--- config.mk ---
export PLATFORM = sky130hd
export DESIGN_NAME = rgb_to_hsl_converter
export DESIGN_NICKNAME = d
export VERILOG_FILES = /design/src/rtl/rgbhsl_pkg.sv /design/src/rtl/rgbhsl_front.sv /design/src/rtl/rgbhsl_div.sv /design/src/rtl/rgb_to_hsl_converter.sv
export SDC_FILE = /design/constraint.sdc
export NUM_CORES = 2
export LEC_CHECK = 0
export ABC_AREA = 1
export BUFFER_PORTS_ARGS = -buffer_cell sky130_fd_sc_hd__clkbuf_2
export CORE_ASPECT_RATIO = 1.5
export CORE_MARGIN = 1.5
export CORE_UTILIZATION = 65
export DETAILED_ROUTE_END_ITERATION = 10
export PLACE_DENSITY = 0.82
export SETUP_SLACK_MARGIN = 0.5
export SLEW_MARGIN = 15
export SYNTH_ARGS = -nofsm -noshare
export SYNTH_HDL_FRONTEND = slang
export SYNTH_SLANG_ARGS = --single-unit
--- constraint.sdc ---
create_clock -name clk -period 76.5 [get_ports clk]
set_input_delay 0 -clock clk [delete_from_list [all_inputs] [get_ports clk]]
set_output_delay 0 -clock clk [all_outputs]
set_load 0.05 [all_outputs]
--- src/rtl/rgbhsl_pkg.sv ---
`default_nettype none

package rgbhsl_pkg;

	// Pixel and result formats.
	localparam int CH_W          = 8;
	localparam int CH_MAX        = (1 << CH_W) - 1;
	localparam int HUE_FRAC_BITS = 6;
	localparam int FRACTION_BITS = 12;
	localparam int HUE_W         = 15;
	localparam int FRAC_W        = FRACTION_BITS;

	// Full scale of a fraction and the hue unit of one 60 degree sector.
	localparam int FRAC_FS   = (1 << FRACTION_BITS) - 1;
	localparam int HUE_UNIT  = 60 << HUE_FRAC_BITS;
	localparam int SECTORS   = 6;
	localparam int HUE_FULL  = SECTORS * HUE_UNIT;

	// Hue offsets in sectors for each dominant channel.
	localparam int OFS_W        = 3;
	localparam int OFS_RED      = 0;
	localparam int OFS_RED_WRAP = SECTORS;
	localparam int OFS_GREEN    = 2;
	localparam int OFS_BLUE     = 4;

	// Shared restoring divider geometry. Every quotient that the block needs
	// stays below 2^DIV_Q_W, and the divisor shifted by DIV_Q_W-1 fits the
	// numerator width.
	localparam int DIV_NUM_W = 24;
	localparam int DIV_DEN_W = 10;
	localparam int DIV_Q_W   = 15;

	// Lightness divides by the constant 2 * (2 * CH_MAX): a shift by two, then a
	// multiplication by the reciprocal of CH_MAX, rounded up at 2^-LIGHT_SHIFT.
	// The shifted numerator stays below 2^LIGHT_Y_W, and over that range the
	// product gives the exact floor.
	localparam int LIGHT_PRE_SHIFT = 2;
	localparam int LIGHT_Y_W       = 20;
	localparam int LIGHT_SHIFT     = 28;
	localparam int LIGHT_RECIP     = ((1 << LIGHT_SHIFT) + CH_MAX - 1) / CH_MAX;
	localparam int LIGHT_RECIP_W   = 21;

	// One division request: rounded quotient of num / den, with the rounding
	// term already folded into num and den doubled.
	typedef struct packed {
		logic [DIV_NUM_W-1:0] num;
		logic [DIV_DEN_W-1:0] den;
	} div_req_t;

	// Requests that the front end hands to the divider lanes.
	typedef struct packed {
		div_req_t               hue;
		div_req_t               sat;
		logic [DIV_NUM_W-1:0]   light_num;
	} front_out_t;

endpackage

`default_nettype wire

--- src/rtl/rgbhsl_front.sv ---
`default_nettype none

module rgbhsl_front (
	input  wire logic                          clk,
	input  wire logic                          arst_n,
	input  wire logic                          en,
	input  wire logic                          pix_valid,
	input  wire logic [rgbhsl_pkg::CH_W-1:0]   red,
	input  wire logic [rgbhsl_pkg::CH_W-1:0]   green,
	input  wire logic [rgbhsl_pkg::CH_W-1:0]   blue,
	output logic                               vld,
	output rgbhsl_pkg::front_out_t             req
);
	import rgbhsl_pkg::*;

	logic [CH_W-1:0]  mx, mn, da, db;
	logic [OFS_W-1:0] ofs;

	logic              vld_s1;
	logic [CH_W-1:0]   delta_s1;
	logic [CH_W:0]     sum_s1;
	logic [CH_W-1:0]   diff_s1;
	logic              neg_s1;
	logic [OFS_W-1:0]  ofs_s1;

	logic                      vld_s2;
	front_out_t                req_s2;

	logic [CH_W+OFS_W-1:0]     t;
	logic [CH_W:0]             sat_den;

	// Stage 1: extremes of the three channels and the sector of the hue.
	always_comb begin
		mx = red;
		mn = red;
		if (green > mx) mx = green;
		if (blue > mx) mx = blue;
		if (green < mn) mn = green;
		if (blue < mn) mn = blue;
		if (mx == red) begin
			da  = green;
			db  = blue;
			ofs = (green >= blue) ? OFS_W'(OFS_RED) : OFS_W'(OFS_RED_WRAP);
		end else if (mx == green) begin
			da  = blue;
			db  = red;
			ofs = OFS_W'(OFS_GREEN);
		end else begin
			da  = red;
			db  = green;
			ofs = OFS_W'(OFS_BLUE);
		end
	end

	always_ff @(posedge clk or negedge arst_n) begin
		if (!arst_n) begin
			vld_s1 <= 1'b0;
		end else if (en) begin
			vld_s1 <= pix_valid;
		end
	end

	always_ff @(posedge clk) begin
		if (en) begin
			delta_s1 <= mx - mn;
			sum_s1   <= {1'b0, mx} + {1'b0, mn};
			neg_s1   <= (da < db);
			diff_s1  <= (da < db) ? (db - da) : (da - db);
			ofs_s1   <= ofs;
		end
	end

	// Stage 2: numerators and divisors of the three rounded divisions.
	always_comb begin
		t = (CH_W+OFS_W)'(ofs_s1) * (CH_W+OFS_W)'(delta_s1);
		if (neg_s1) begin
			t = t - (CH_W+OFS_W)'(diff_s1);
		end else begin
			t = t + (CH_W+OFS_W)'(diff_s1);
		end
		sat_den = (sum_s1 <= (CH_W+1)'(CH_MAX)) ? sum_s1
			: ((CH_W+1)'(2 * CH_MAX) - sum_s1);
	end

	always_ff @(posedge clk or negedge arst_n) begin
		if (!arst_n) begin
			vld_s2 <= 1'b0;
		end else if (en) begin
			vld_s2 <= vld_s1;
		end
	end

	always_ff @(posedge clk) begin
		if (en) begin
			req_s2.light_num <= DIV_NUM_W'(sum_s1) * DIV_NUM_W'(2 * FRAC_FS)
				+ DIV_NUM_W'(2 * CH_MAX);
			if (delta_s1 == '0) begin
				// A gray pixel gives zero hue and zero saturation.
				req_s2.hue.num <= '0;
				req_s2.hue.den <= DIV_DEN_W'(1);
				req_s2.sat.num <= '0;
				req_s2.sat.den <= DIV_DEN_W'(1);
			end else begin
				req_s2.hue.num <= DIV_NUM_W'(t) * DIV_NUM_W'(2 * HUE_UNIT)
					+ DIV_NUM_W'(delta_s1);
				req_s2.hue.den <= DIV_DEN_W'({delta_s1, 1'b0});
				req_s2.sat.num <= DIV_NUM_W'(delta_s1) * DIV_NUM_W'(2 * FRAC_FS)
					+ DIV_NUM_W'(sat_den);
				req_s2.sat.den <= DIV_DEN_W'({sat_den, 1'b0});
			end
		end
	end

	assign vld = vld_s2;
	assign req = req_s2;

endmodule

`default_nettype wire

--- src/rtl/rgbhsl_div.sv ---
`default_nettype none

module rgbhsl_div (
	input  wire logic                              clk,
	input  wire logic                              en,
	input  wire logic [rgbhsl_pkg::DIV_NUM_W-1:0]  num,
	input  wire logic [rgbhsl_pkg::DIV_DEN_W-1:0]  den,
	output logic [rgbhsl_pkg::DIV_Q_W-1:0]         quo
);
	import rgbhsl_pkg::*;

	// One quotient bit per stage, most significant bit first.
	logic [DIV_NUM_W-1:0] rem_s [DIV_Q_W-1];
	logic [DIV_DEN_W-1:0] den_s [DIV_Q_W-1];
	logic [DIV_Q_W-1:0]   quo_s [DIV_Q_W];

	for (genvar k = 0; k < DIV_Q_W; k++) begin : g_stage
		logic [DIV_NUM_W-1:0] rem_i;
		logic [DIV_NUM_W-1:0] dsh;
		logic [DIV_DEN_W-1:0] den_i;
		logic [DIV_Q_W-1:0]   quo_i;
		logic                 ge;

		if (k == 0) begin : g_first
			assign rem_i = num;
			assign den_i = den;
			assign quo_i = '0;
		end else begin : g_next
			assign rem_i = rem_s[k-1];
			assign den_i = den_s[k-1];
			assign quo_i = quo_s[k-1];
		end

		assign dsh = DIV_NUM_W'(den_i) << (DIV_Q_W - 1 - k);
		assign ge  = (rem_i >= dsh);

		always_ff @(posedge clk) begin
			if (en) begin
				quo_s[k] <= quo_i | (ge ? (DIV_Q_W'(1) << (DIV_Q_W - 1 - k)) : '0);
			end
		end

		if (k < DIV_Q_W - 1) begin : g_carry
			always_ff @(posedge clk) begin
				if (en) begin
					rem_s[k] <= ge ? (rem_i - dsh) : rem_i;
					den_s[k] <= den_i;
				end
			end
		end
	end

	assign quo = quo_s[DIV_Q_W-1];

endmodule

`default_nettype wire

--- src/rtl/rgb_to_hsl_converter.sv ---
`default_nettype none

// RGB to HSL converter for 8-bit pixels. Each word on the pixel side carries
// red, green and blue; each word on the result side carries hue in 1/64 degree
// (0 up to 23039), and saturation and lightness as 12-bit fractions where 4095
// stands for 1.0, all rounded to nearest. The block takes one pixel every
// clock while the pixel side is not stalled and carries each pixel through 18
// register stages: two front-end stages find the extremes of the channels and
// build the numerators, two restoring dividers for hue and saturation working
// side by side spend fifteen stages at one quotient bit each, lightness, whose
// divisor is fixed, is taken by a reciprocal product and delayed alongside
// them, and one final stage wraps the hue into range and holds the output
// word. When the result side stalls a valid word, the whole pipeline freezes
// and the pixel side is stalled in the same cycle; nothing is lost or
// repeated.

module rgb_to_hsl_converter (
	input  wire logic                            clk,
	input  wire logic                            arst_n,
	input  wire logic                            pix_valid,
	output logic                                 pix_stall,
	input  wire logic [rgbhsl_pkg::CH_W-1:0]     red,
	input  wire logic [rgbhsl_pkg::CH_W-1:0]     green,
	input  wire logic [rgbhsl_pkg::CH_W-1:0]     blue,
	output logic                                 hsl_valid,
	input  wire logic                            hsl_stall,
	output logic [rgbhsl_pkg::HUE_W-1:0]         hue,
	output logic [rgbhsl_pkg::FRAC_W-1:0]        saturation,
	output logic [rgbhsl_pkg::FRAC_W-1:0]        lightness
);
	import rgbhsl_pkg::*;

	// All stages move together unless a finished word is held at the output.
	logic       en;
	logic       front_vld;
	front_out_t front_req;

	logic [DIV_Q_W-1:0] hue_quo, sat_quo;

	// Lightness: the numerator over four times the reciprocal of CH_MAX, then a
	// delay line that keeps it level with the two dividers.
	logic [LIGHT_Y_W-1:0]               light_y;
	logic [LIGHT_Y_W+LIGHT_RECIP_W-1:0] light_prod;
	logic [FRAC_W-1:0]                  light_s [DIV_Q_W];

	// Valid bits that travel alongside the divider stages.
	logic [DIV_Q_W-1:0] div_vld_q;

	logic              valid_q;
	logic [HUE_W-1:0]  hue_q;
	logic [FRAC_W-1:0] sat_q;
	logic [FRAC_W-1:0] light_q;

	assign en        = !(valid_q && hsl_stall);
	assign pix_stall = !en;

	rgbhsl_front u_front (
		.clk       (clk),
		.arst_n    (arst_n),
		.en        (en),
		.pix_valid (pix_valid),
		.red       (red),
		.green     (green),
		.blue      (blue),
		.vld       (front_vld),
		.req       (front_req)
	);

	// Hue: offset and signed difference over delta.
	rgbhsl_div u_div_hue (
		.clk (clk),
		.en  (en),
		.num (front_req.hue.num),
		.den (front_req.hue.den),
		.quo (hue_quo)
	);

	// Saturation: delta over the lightness-dependent denominator.
	rgbhsl_div u_div_sat (
		.clk (clk),
		.en  (en),
		.num (front_req.sat.num),
		.den (front_req.sat.den),
		.quo (sat_quo)
	);

	// The first delay stage takes the quotient in the same slot as the first
	// divider stage, so all three fields reach the output stage together.
	assign light_y    = LIGHT_Y_W'(front_req.light_num >> LIGHT_PRE_SHIFT);
	assign light_prod = (LIGHT_Y_W+LIGHT_RECIP_W)'(light_y)
		* (LIGHT_Y_W+LIGHT_RECIP_W)'(LIGHT_RECIP);

	always_ff @(posedge clk) begin
		if (en) begin
			light_s[0] <= FRAC_W'(light_prod >> LIGHT_SHIFT);
			for (int i = 1; i < DIV_Q_W; i++) begin
				light_s[i] <= light_s[i-1];
			end
		end
	end

	always_ff @(posedge clk or negedge arst_n) begin
		if (!arst_n) begin
			div_vld_q <= '0;
			valid_q   <= 1'b0;
		end else if (en) begin
			div_vld_q <= {div_vld_q[DIV_Q_W-2:0], front_vld};
			valid_q   <= div_vld_q[DIV_Q_W-1];
		end
	end

	// A hue that rounds up to a full turn wraps to zero.
	always_ff @(posedge clk) begin
		if (en) begin
			if (hue_quo >= DIV_Q_W'(HUE_FULL)) begin
				hue_q <= HUE_W'(hue_quo - DIV_Q_W'(HUE_FULL));
			end else begin
				hue_q <= HUE_W'(hue_quo);
			end
			sat_q   <= FRAC_W'(sat_quo);
			light_q <= light_s[DIV_Q_W-1];
		end
	end

	assign hsl_valid  = valid_q;
	assign hue        = hue_q;
	assign saturation = sat_q;
	assign lightness  = light_q;

endmodule

`default_nettype wire

---- After elaboration in Yosys (flattened, before gate mapping) ----
Memory sizes are Yosys's and may differ from the RTL's. A register that Yosys moved wholly into a read port is not among the register bits.
Cells that the tools add are included.
storage, ports and cells
  memories ................................ 7
  bits in registers ....................... 152
  ROM bits ................................ 0
  latch bits .............................. 0
  input bits .............................. 28
  bits in writable memories ............... 1582
memories
  memory           depth  width  rd ports  clocked after Yosys merged registers in  wr ports  line                        source
  u_div_hue.rem_s  14     24     14        0                                        14        rgbhsl_div.sv:13            logic [DIV_NUM_W-1:0] rem_s [DIV_Q_W-1];
  u_div_sat.rem_s  14     24     14        0                                        14        rgbhsl_div.sv:13
  u_div_hue.quo_s  15     15     15        0                                        15        rgbhsl_div.sv:15            logic [DIV_Q_W-1:0] quo_s [DIV_Q_W];
  u_div_sat.quo_s  15     15     15        1                                        15        rgbhsl_div.sv:15
  light_s          15     12     15        1                                        15        rgb_to_hsl_converter.sv:44  logic [FRAC_W-1:0] light_s [DIV_Q_W];
  u_div_hue.den_s  14     10     14        0                                        14        rgbhsl_div.sv:14            logic [DIV_DEN_W-1:0] den_s [DIV_Q_W-1];
  +1 memories      -      -      -         -                                        -         -
cells by class
  bitwise operators ....................... 28
  shift operators ......................... 0
  add/subtract/negate cells ............... 39
  divide/modulo/power cells ............... 0
  equal/unequal tests ..................... 2
  reduce and logical (&&, ||, !) cells .... 4
  magnitude comparators ................... 38
  mux-type cells .......................... 75
  multipliers ............................. 5
operators with widths
  operator          number
  $mux 24           28
  $or 15x15->15     28
  $mux 8            11
  $ge 24x10->1      2
  $ge 24x11->1      2
  $ge 24x12->1      2
  $ge 24x13->1      2
  $ge 24x14->1      2
  $ge 24x15->1      2
  $ge 24x16->1      2
  $ge 24x17->1      2
  $ge 24x18->1      2
  $ge 24x19->1      2
  $ge 24x20->1      2
  $ge 24x21->1      2
  $ge 24x22->1      2
  $ge 24x23->1      2
  $ge 24x24->1      2
  $sub 24x11->24    2
  $sub 24x12->24    2
  $sub 24x13->24    2
  $sub 24x14->24    2
  $sub 24x15->24    2
  $sub 24x16->24    2
  46 further kinds  82

---- Longest topological paths before layout ----
  depth in word-level cells ............... 9
  mapped depth ............................ 50
  gate-level depth less buffers ........... 47

---- Hierarchy ----
A second synthesis with hierarchy kept.
second synthesis, totals
  cells, all modules ...................... 9497
  area total of the unflattened synthesis .. 89024.1 sq um
modules (own cells, without submodules)
  module                  seq. area each (sq um)  instances  cells an instance  area an instance (sq um)
  rgbhsl_div (u_div_hue)  17897.2                 1          3512               32581.2
  rgbhsl_div (u_div_sat)  17897.2                 1          3474               32095.8
  rgbhsl_front            3113.0                  1          1611               13235.2
  rgb_to_hsl_converter    6976.7                  1          900                11111.9

---- Least setup slack after synthesis ----
No wires, ideal clock.
  path type ............................... register to register
  start ................................... reg valid_q (netlist: hsl_valid)
  end ..................................... reg div_vld_q[0]
  cell stages (with the launch flop) ...... 4
  slack ................................... 37.487 ns
  data required time ...................... 74.835 ns
  path buffers ............................ 1
  data arrival time ....................... 37.349 ns
  cells stage by stage .................... dfrtp_1 nand2_1 clkbuf_1 o21ai_0
on the way
  word-level cells in the longest chain between the ends .. 1
ends and longest elaborated chain
  element                 line                         source
  start, declared         rgb_to_hsl_converter.sv:49   logic valid_q;
  start signal, assigned  rgb_to_hsl_converter.sv:108  valid_q <= div_vld_q[DIV_Q_W-1];
  $logic_and 1x1->1       rgb_to_hsl_converter.sv:54   assign en = !(valid_q && hsl_stall);
  end signal, assigned    rgb_to_hsl_converter.sv:107  div_vld_q <= {div_vld_q[DIV_Q_W-2:0], front_vld};
  end, declared           rgb_to_hsl_converter.sv:47   logic [DIV_Q_W-1:0] div_vld_q;
Every way passes these cells.
A chain may end at the register's enable or synchronous reset.

---- Final worst setup path ----
  start ................................... in green[0] (netlist bit)
  end ..................................... reg u_front.diff_s1[7] (data pin)
on the way
  word-level cells in the longest chain between the ends .. 9
  elaborated cells between the ends (all ways) .. 14
ends and longest elaborated chain
  element                                    line                        source
  start, declared                            rgb_to_hsl_converter.sv:23  input wire logic [rgbhsl_pkg::CH_W-1:0] green,
  $gt 8x8->1                                 rgbhsl_front.sv:36          if (green > mx) mx = green;
  $mux 8                                     rgbhsl_front.sv:36
  $gt 8x8->1                                 rgbhsl_front.sv:37          if (blue > mx) mx = blue;
  $mux 8                                     rgbhsl_front.sv:37
  $eq 8x8->1                                 rgbhsl_front.sv:44          end else if (mx == green) begin
  $mux 8                                     rgbhsl_front.sv:44
  $mux 8                                     rgbhsl_front.sv:40          if (mx == red) begin
  $sub 8x8->8 or $lt 8x8->1 (tied branches)  rgbhsl_front.sv:68          diff_s1 <= (da < db) ? (db - da) : (da - db);
  $mux 8 *                                   rgbhsl_front.sv:68
  end signal, assigned                       rgbhsl_front.sv:68
  end, declared                              rgbhsl_front.sv:22          logic [CH_W-1:0] diff_s1;
Mark *: on every way between the ends. The rest lies on a longest branch, timed or not.

==> key figures <==
Synth
  – Post-Synth XOR/XNOR Area: 0.05384
  – Seq cells post-synth: 1341
  – Asr flop ratio synth: 0.01342
  – Largest area contributor in the netlist: edfxtp_1
  – Synth Cell Area: 72230 um2
  – Syn nets: approximately 7300
  – Main synth FF type: edfxtp_1
  – Avg Cell Area, Syn: ~11 um2
  – Synthesized instance count: between 6000 and 7000
  – Post-synthesis cell type count: 66
  – Seq/Total Area, Yosys: 0.5563
  – Cells taking the most area after synthesis: edfxtp_1 (55%), ha_1 (10%), inv_1 (5.2%), nand2_1 (4.5%), fa_1 (3.5%)
  – Synth top area share: 0.5500
  – Main combinational cell family by area after synthesis: adder cells
  – Post-synthesis mux area share: 0.0001559
  – Adder and majority gate portion of the synthesized area: 0.1398
  – Post-synthesis compound-gate area fraction: 0.07968
  – Post-synth EDFFs: 1323
  – Fraction of the mapped netlist area in simple logic gates: 0.1134
  – Syn. warnings: 0

Die
  – Die Ht: 411.3 um
  – Die ar.: between 100000 and 150000 um2
  – Initial Util: 0.6567
  – Placeable Area: 110000 um2
  – Die Wd: approximately 280 um
  – IO Pins: between 60 and 70
  – Rows: around 150

Layout
  – Footprint of the multi-input gates: roughly 28000 um2
  – Util after Layout: 0.7120
  – Area added between synthesis and finish: 8.433%
  – Sequential Area: around 40000 um2
  – Fill cells: approximately 7200
  – Fin nets: about 7400
  – Commonest non-fill, non-tap cell in the layout: edfxtp_1
  – Layout cells sized above 1: 0.05210
  – Commonest non-fill, non-tap cells in the layout: edfxtp_1 (1323), inv_1 (992), nand2_1 (867), ha_1 (602), nor2_1 (514)

Critical path
  – CP Class: in -> reg
  – CP Launch Type: input pin
  – Worst R2R Start: u_front.sum_s1[0]
  – WP data required: slightly below 80000 ps
  – CP peak stage delay: around 620 ps
  – R2R Setup Slk: 70390 ps
  – RR Endpoint: u_front.req[91]
  – Reg2reg path depth: 29
  – Slowest CP cell: nor2_2
  – Worst endpoint data arrival time: 7920 ps
  – CP endpoint kind: flip-flop
  – CP max FO: 28
  – CP most frequent cell: nand2_1

Worst hold path
  – Min-Delay Startpoint: green[2]
  – Hold depth: 8
  – WHS Endpoint: u_front.ofs_s1[2]
  – Min-Delay Path Class: in -> reg

Detailed routing
  – DRT antenna net count: 0
  – Via density: between 5 and 6
  – Final wirelength: approximately 140000 um
  – 1st-pass router iterations: 11
  – Vias: approximately 46000
  – Metal2 WL: approximately 84000 um
  – Top routing layer in use: met4
  – Met3 wire len: about 4200 um
  – Wire per inst: approximately 18 um
  – Initial DRC count: 2546
  – # DRC: 1
  – Metal-1 WL: between 40000 and 50000 um

CTS
  – Clk buf depth: 3
  – CTS Buf Count: between 100 and 150
  – Reg clk slew, reported paths: around 60 ps
  – CTS sink count: roughly 1300
  – CTS tree: done
  – CTS Hold Bufs: 8
  – Max H-tree Level: 3
  – Clock Latency Late Sink: 760 ps
  – Cts repair resizes: 0
  – Clk Tree Root Cell: clkbuf_16
  – Setup repair bufs after CTS: 0

Global routing
  – Grt ovf: 0
  – Pin count of the biggest net entering global routing: 226
  – Initial antenna violation count: 3
  – GRT Util Overall: 0.2590
  – First-pass GRT wire length: between 200000 and 250000 um
  – Vias in the first global route: roughly 50000

Timing
  – Setup TNS: 0 ps
  – Clock skew: approximately 33 ps
  – RSZ-0062 raised after global routing: false
  – Slew margin rel.: 0.1850
  – Period utilisation layout: 0.09687
  – Final setup vio count: 0
  – FMAX: 0.1349 GHz
  – Final Max Tran Viols: 0
  – Worst-Margin Slew: 1223 ps
  – Final Critical Period: between 7000 and 8000 ps
  – Fin worst setup slack: 69090 ps
  – Final hold vios: 0

Run status
  – Outcome: finished with violations
  – Failing checks: DRC

Placement
  – RD Place Congestion: 1.013
  – Detailed placer's ending HPWL: between 100000 and 150000 um
  – Count of port buffers added during placement: 68
  – Worst slack at placement: roughly 69000 ps

Run
  – Max_cap viols: 0
==> worst max-delay path, delay by kind of cell <==
kind                     cells  cell delay (ps)
AO/OA/AOI/OAI                5             1090
buffers and inverters        9             1890
adder cells (fa/ha/maj)      3              990
AND/OR/NAND/NOR             29             3880
==> through the flow <==
stage               area, um2  hold slack (ps)  instances
finish                  78320            83.72       8212
global route            78320            120.7       8212
CTS                     78310            39.65       8210
global placement        74260           -48.72       7978
detailed placement      74260           -37.28       7978
floorplan               72230           -295.6       6528
==> final cells by class <==
| type | count | share of cell area |
|---|---|---|
| sequential | 1341 | 0.5130 |
| multi-input combinational | 4102 | 0.3571 |
| inverter | 1011 | 0.04845 |
| clock buffer | 139 | 0.03909 |
| tap | 1434 | 0.02291 |
| clock inverter | 85 | 0.01161 |
| timing repair buffer | 98 | 0.007796 |
| antenna | 2 | 0.00006390 |
==> worst max-delay path by stage <==
stage                   start            endpoint  slack, ps  cells after the start
finish               green[0]  u_front.diff_s1[7]      69090                     46
global route         green[0]  u_front.diff_s1[7]      68250                     48
CTS                  green[0]  u_front.diff_s1[3]      69050                     45
detailed placement     red[6]  u_front.diff_s1[3]      68670                     38
global placement       red[6]  u_front.diff_s1[7]      68740                     39
floorplan           hsl_valid        div_vld_q[0]      37490                      3
==> state kept, by name, indices dropped and copies added, names as in the netlist, 9 cells and up <==
signal and cells:
u_div_sat.quo_s 78, u_div_sat.rem_s 326, div_vld_q 15, hue 15, u_front.req 73, saturation 12, u_div_hue.rem_s 326, u_div_sat.den_s 126
u_div_hue.quo_s 120, u_front.sum_s1 9, light_s 180, u_div_hue.den_s 28, lightness 12
==> synth_stat cells (6+ instances only) <==
master and count:
o21bai_1 28, a21oi_1 444, fa_1 128, nand3_1 192, edfxtp_1 1323, clkbuf_1 53, a221oi_1 9, nand3b_1 14
nor2_1 517, nand2_1 868, o21a_1 19, or4_1 6, a221oi_2 10, dfrtp_1 18, or2_2 16, a21o_1 18
o211ai_1 16, o21ai_0 358, inv_2 14, and2_1 7, o221ai_1 7, o21ai_1 11, o31ai_1 20, ha_1 602
nor3_1 96, xnor2_1 165, nor4_1 70, nand4_1 76, buf_2 10, a31oi_1 17, inv_1 992, a211oi_1 20
buf_1 7, a21boi_0 6, nand2_2 12, o2111ai_1 10, xor2_1 279
==> cell families after synthesis <==
logic type	count (synthesis)
flops	1341
compound gates	1021
buf+inv	1085
mux	1
xor+xnor	444
fa+ha+maj	730
simple gates	1906
==> routing by layer <==
layer,vias to the layer above,track usage
met3,443,0.03456
met4,0,0.1913
li1,22826,-
met1,22097,0.2185
met5,-,0
met2,993,0.5266
Power is not shown: default switching activity piles up to over one toggle a cycle in this logic, so the estimate is an artifact.
